===== config.mk =====
export PLATFORM = sky130hd
export DESIGN_NAME = dtl_cell
export DESIGN_NICKNAME = d
export VERILOG_FILES = /design/src/hdl/dtl_pkg.sv /design/src/hdl/dtl_cell.sv
export SDC_FILE = /design/constraint.sdc
export NUM_CORES = 1
export LEC_CHECK = 0
export BUFFER_PORTS_ARGS = -buffer_cell sky130_fd_sc_hd__buf_4
export CORE_AREA = 5 5 193 195
export DETAILED_ROUTE_END_ITERATION = 7
export DIE_AREA = 0 0 198 200
export PLACE_DENSITY = 0.53
export SLEW_MARGIN = 10
export SYNTH_ARGS = -nofsm -noshare
export SYNTH_HDL_FRONTEND = slang
export SYNTH_SLANG_ARGS = --single-unit

===== constraint.sdc =====
create_clock -name i_clk -period 6.41 [get_ports i_clk]
set_clock_uncertainty 0.05 [all_clocks]
set_input_delay 0.641 -clock i_clk [delete_from_list [all_inputs] [get_ports i_clk]]
set_output_delay 0.641 -clock i_clk [all_outputs]
set_load 0.02 [all_outputs]

===== src/hdl/dtl_pkg.sv =====
`default_nettype none
package dtl_pkg;

    localparam int TBL_DEPTH = 16;
    localparam int IDX_W     = $clog2(TBL_DEPTH);
    localparam int CNT_W     = $clog2(TBL_DEPTH + 1);
    localparam int NKNOWN    = 13;

    typedef enum logic [1:0] {
        KIND_OBSERVE = 2'd0,
        KIND_PRUNE   = 2'd1,
        KIND_SUMMARY = 2'd2,
        KIND_READ    = 2'd3
    } t_kind;

    typedef enum logic [1:0] {
        CFG_STALE_LIMIT = 2'd0,
        CFG_NO_COMPANY  = 2'd1,
        CFG_NO_POWER    = 2'd2
    } t_cfg_reg;

    typedef enum logic [1:0] {
        ST_IDLE,
        ST_SCAN,
        ST_PRUNE,
        ST_RESULT
    } t_state;

    localparam logic [15:0] KNOWN_IDS [NKNOWN] = '{
        16'h004C, 16'h0006, 16'h0075, 16'h00E0, 16'h0087, 16'h0002, 16'h000F,
        16'h0059, 16'h0157, 16'h038F, 16'h00D7, 16'h009E, 16'h02E5
    };

    typedef struct packed {
        logic [1:0]         kind;
        logic [31:0]        now_ms;
        logic [47:0]        dev_addr;
        logic signed [7:0]  sig_strength;
        logic [15:0]        company;
        logic signed [7:0]  adv_power;
        logic [15:0]        device_class;
        logic               has_name;
        logic [3:0]         read_index;
    } t_obs;

    typedef struct packed {
        logic [4:0]         entry_count;
        logic signed [7:0]  strongest;
        logic [4:0]         named_count;
        logic [4:0]         known_count;
        logic [47:0]        out_addr;
        logic signed [7:0]  out_strength;
        logic [15:0]        out_company;
        logic signed [7:0]  out_power;
        logic [15:0]        out_class;
        logic [31:0]        out_last_seen;
        logic               out_named;
        logic               out_valid;
    } t_res;

    typedef struct packed {
        logic [47:0]        addr;
        logic signed [7:0]  strength;
        logic [31:0]        seen;
        logic [15:0]        company;
        logic signed [7:0]  power;
        logic [15:0]        cls;
        logic               named;
    } t_entry;

    // Search packet that walks the cell row, one cell per cycle.
    typedef struct packed {
        logic               valid;
        logic [47:0]        addr;
        logic               found;
        logic [IDX_W-1:0]   match_idx;
        logic [31:0]        oldest;
        logic [IDX_W-1:0]   old_idx;
        logic signed [7:0]  best;
        logic [CNT_W-1:0]   named;
        logic [CNT_W-1:0]   known;
    } t_scan;

    function automatic logic is_known(input logic [15:0] c, input logic [15:0] none_code);
        logic hit;
        hit = 1'b0;
        for (int k = 0; k < NKNOWN; k++) begin
            if (KNOWN_IDS[k] == c) hit = 1'b1;
        end
        return hit && (c != none_code);
    endfunction

endpackage
`default_nettype wire


===== src/hdl/dtl_cell.sv =====
`default_nettype none
module dtl_cell #(
    parameter int CELL_IDX = 0
) (
    input  wire logic            i_clk,
    input  wire logic            i_rst_n,
    input  wire dtl_pkg::t_scan  i_scan,
    input  wire logic [dtl_pkg::CNT_W-1:0] i_used,
    input  wire logic [15:0]     i_no_company,
    input  wire logic            i_we,
    input  wire logic [dtl_pkg::IDX_W-1:0] i_widx,
    input  wire dtl_pkg::t_entry i_wdata,
    output dtl_pkg::t_scan       o_scan,
    output dtl_pkg::t_entry      o_entry
);
    import dtl_pkg::*;

    localparam logic [IDX_W-1:0] MY_IDX = IDX_W'(CELL_IDX);

    t_entry r_entry;
    t_scan  r_scan, n_scan;
    logic   active;

    assign active = CNT_W'(CELL_IDX) < i_used;

    always_comb begin
        n_scan = i_scan;
        if (active) begin
            if (!i_scan.found && r_entry.addr == i_scan.addr) begin
                n_scan.found     = 1'b1;
                n_scan.match_idx = MY_IDX;
            end
            if (r_entry.seen <= i_scan.oldest) begin
                n_scan.oldest  = r_entry.seen;
                n_scan.old_idx = MY_IDX;
            end
            if (CELL_IDX == 0 || r_entry.strength > i_scan.best) begin
                n_scan.best = r_entry.strength;
            end
            n_scan.named = i_scan.named + CNT_W'(r_entry.named);
            n_scan.known = i_scan.known + CNT_W'(is_known(r_entry.company, i_no_company));
        end
    end

    always_ff @(posedge i_clk) begin
        if (!i_rst_n) begin
            r_scan.valid <= 1'b0;
        end else begin
            r_scan.valid <= i_scan.valid;
        end
        r_scan.addr      <= n_scan.addr;
        r_scan.found     <= n_scan.found;
        r_scan.match_idx <= n_scan.match_idx;
        r_scan.oldest    <= n_scan.oldest;
        r_scan.old_idx   <= n_scan.old_idx;
        r_scan.best      <= n_scan.best;
        r_scan.named     <= n_scan.named;
        r_scan.known     <= n_scan.known;
        if (i_we && i_widx == MY_IDX) begin
            r_entry <= i_wdata;
        end
    end

    assign o_scan  = r_scan;
    assign o_entry = r_entry;

endmodule
`default_nettype wire


==> flow_summary.toml <==
[synth]
synth_edf_count = 129
synthArstFlopShare_pct = 0
syn_nets = 883
post-synth-top-area-fraction_pct = 44.55
syn_area_mm2 = 0.008696
ys.warnings.count = 0
synth_seq_cells = 237
synth-seq-area-share_pct = 69.41
synth_area_leader_cell = "edfxtp_1"
synth_most_common_cell = "edfxtp_1"
synthCells = 582
syn_area_per_cell_um2 = 14.94
synthTopCellsByCount = "edfxtp_1 (129), dfxtp_1 (108), xnor2_1 (71)"
synth_area_leaders = "edfxtp_1 (45%), dfxtp_1 (25%), xnor2_1 (7.2%), ha_1 (5.2%), mux2_4 (4.5%)"
synth_ff_type = "edfxtp_1"
yosysUniqueCellTypes = 41

[global_route]
antenna_found_initial = 1
grt-ovfl-total = 0
use_met1_pct = 17.19
grt_max_degree = 55
grt_pass1_wl_mm = 44.54
grt_util_met2_pct = 26.19
grt_use_total_pct = 14.92
busiest_layer = "met2"
met3_usage_pct = 5.774
grt_pass1_vias = 7034

[sta]
period_needed_ns = 3.248
max_freq_ghz = 0.3079
relSlewSlack_pct = 39.74
tns_ns = 0
setup_viol = 0
maxSlewViolCount = 0
fin_crit_sh_pct = 50.67
hold_violations = 0
worstMarginPinSlew_ns = 0.9017
grt_setup_unrepaired = "no"

[worst_setup_path]
endpoint_kind = "flop"
critPathLaunchType = "flop"
crit_fanout = 31
crit_type = "flop to flop"
rrSetupSlack_ns = 3.16
crit_arrival_ns = 3.63
r2r-end = "o_scan[45]"
critPathRequiredTime_ns = 6.79
reg2reg_depth = 7
reg2reg_from = "o_entry[71]"

[final_layout]
multi_input_area_mm2 = 0.002454
fin_area_mm2 = 0.01390
finalNetCount = 1409
seq_area_mm2 = 0.006036
antenna_cells = 0
drive_gt1_share_pct = 51.68
fillerInstances = 3423
synthToLayoutAreaGrowth_pct = 59.80

[clocking]
clkTransAtPathRegs_ns = 0.06
clock_latency_ns = 0.55
hold_buffers = 0
cts-buffers-inserted = 28
root_buffer = "clkbuf_16"
cts_tree = "yes"
cts_buffer_depth = 3
post_cts_resized = 0
clkSinkCount = 237
cts_max_level = 1
postCtsSetupBuffers = 0

[pwr]
leakagePower_uw = 0.006131
power.switching_uw = 842.3
p_per_area_mw_per_mm2 = 264.0
ir_worst_vdd_mv = 0.2389
clock_power_share_pct = 42.3
seqPwrFrac_pct = 46.0
swShare_pct = 22.96
p_comb_share_pct = 11.7
p_int_uw = 2826

[drt]
drc = 0
first_pass_iters = 4
route.vias.total = 6522
vias_per_cell = 4.099
wl_per_cell_um = 19.88
first_iter_violations = 195
wl_mm = 31.63
postRouteAntennaNets = 0

[floorplan]
die_h_um = 200
die_area_mm2 = 0.03960
rows = 69
core_area_mm2 = 0.03522
pin_count = 502
die_w_um = 198
initial_core_util_pct = 24.69

[hold_path]
worstHoldPathType = "input pin to flop"
min_path_cells = 1
worstHoldEndpoint = "o_scan[69]"
worstHoldStart = "i_scan[69]"

[run]
max-cap-violations = 0

[placed_design]
placed_area_mm2 = 0.01299
hpwl_mm = 25.93
io_buffers = 501
gp_congestion = 0.8274

[outcome]
status = "finished, final reports clean"
-- kinds of logic after synthesis --
| family | count (synthesis) | share of synthesized area (%) |
|---|---|---|
| flip-flops | 237 | 69.41 |
| AND/OR/NAND/NOR | 127 | 7.899 |
| XOR/XNOR | 71 | 7.151 |
| buffers and inverters | 44 | 2.403 |
| adder cells (fa/ha/maj) | 36 | 5.180 |
| AO/OA/AOI/OAI | 35 | 2.691 |
| multiplexers | 32 | 5.266 |
-- state kept, by name, summed over array words and instances, names as in the netlist --
register,count
o_entry,129
o_scan,108
-- critical path: stages, from the launching register on --
cell and delay, ns:
edfxtp_1 0.43, ha_1 0.34, nand4_1 0.17, nor4_1 0.52, nand3_1 0.20, a22oi_4 0.45, buf_4 0.56, mux2_2 0.40
-- worst max path at each step --
stage | slack (ns) | end | from | cells past startpoint
after floorplan | 1.97 | o_entry[0] | i_widx[1] | 2
after global placement | 2.84 | o_scan[45] | i_scan[52] | 9
after detailed placement | 2.81 | o_scan[45] | i_scan[52] | 9
after CTS | 3.10 | o_scan[45] | o_entry[71] | 7
after global routing | 2.88 | o_scan[45] | o_entry[71] | 7
final | 3.16 | o_scan[45] | o_entry[71] | 7
-- cell usage in the layout (no fill, tap or decap), types with 3 or more instances in the layout --
cell       netlist  layout
mux2_2           6       6
nand4_1         31      31
nor2_1           5       5
clkbuf_16        0      29
a211oi_1         4       4
nor4_1           8       8
nor2b_1         11      11
clkbuf_1         6      11
nor3_1           3       3
dfxtp_1        108     108
nand2_1         45      45
xnor2_1         71      71
mux2_4          26      26
a21oi_1         16      16
inv_1           35      35
clkinv_2         0       3
edfxtp_1       129     129
buf_4            0     505
nand3_1          5       5
ha_1            36      36
o21ai_0          5       5
clkbuf_8         0       5
nand2b_1         4       4
-- routing by layer --
layer  share of wire, %  wire [µm]
met1                 37      11690
met2                 52      16330
met3                9.1       2882
met4                2.3        722
met5              0.041         13
-- layout make-up --
| type | instances | area share, % |
|---|---|---|
| sequential | 237 | 43.44 |
| timing repair buffer | 505 | 27.28 |
| multi-input combinational | 301 | 17.66 |
| clock buffer | 45 | 6.015 |
| tap | 461 | 4.151 |
| inverter | 35 | 0.9454 |
| clock inverter | 7 | 0.5132 |
-- stage by stage --
step	worst slack, ns	hold WS (ns)	util (%)	power, µW	cells
after floorplan	1.973	0.5442	-	1896	582
after global routing	2.875	0.1199	39.45	3832	1591
after detailed placement	2.808	0.4164	36.87	2154	1539
after CTS	3.098	0.1155	39.45	3734	1591
after global placement	2.841	0.4055	36.87	2149	1539
final	3.162	0.1533	39.45	3668	1591
-- power by group through the flow --
stage	Sequential, µW	Clock (µW)	Combinational (µW)
2_1_floorplan	1790	0	109
3_3_place_gp	1720	0	432
3_5_place_dp	1720	0	435
4_1_cts	1690	1610	436
5_1_grt	1690	1680	461
6_report	1690	1550	429
(Power assumes the default switching activity.)
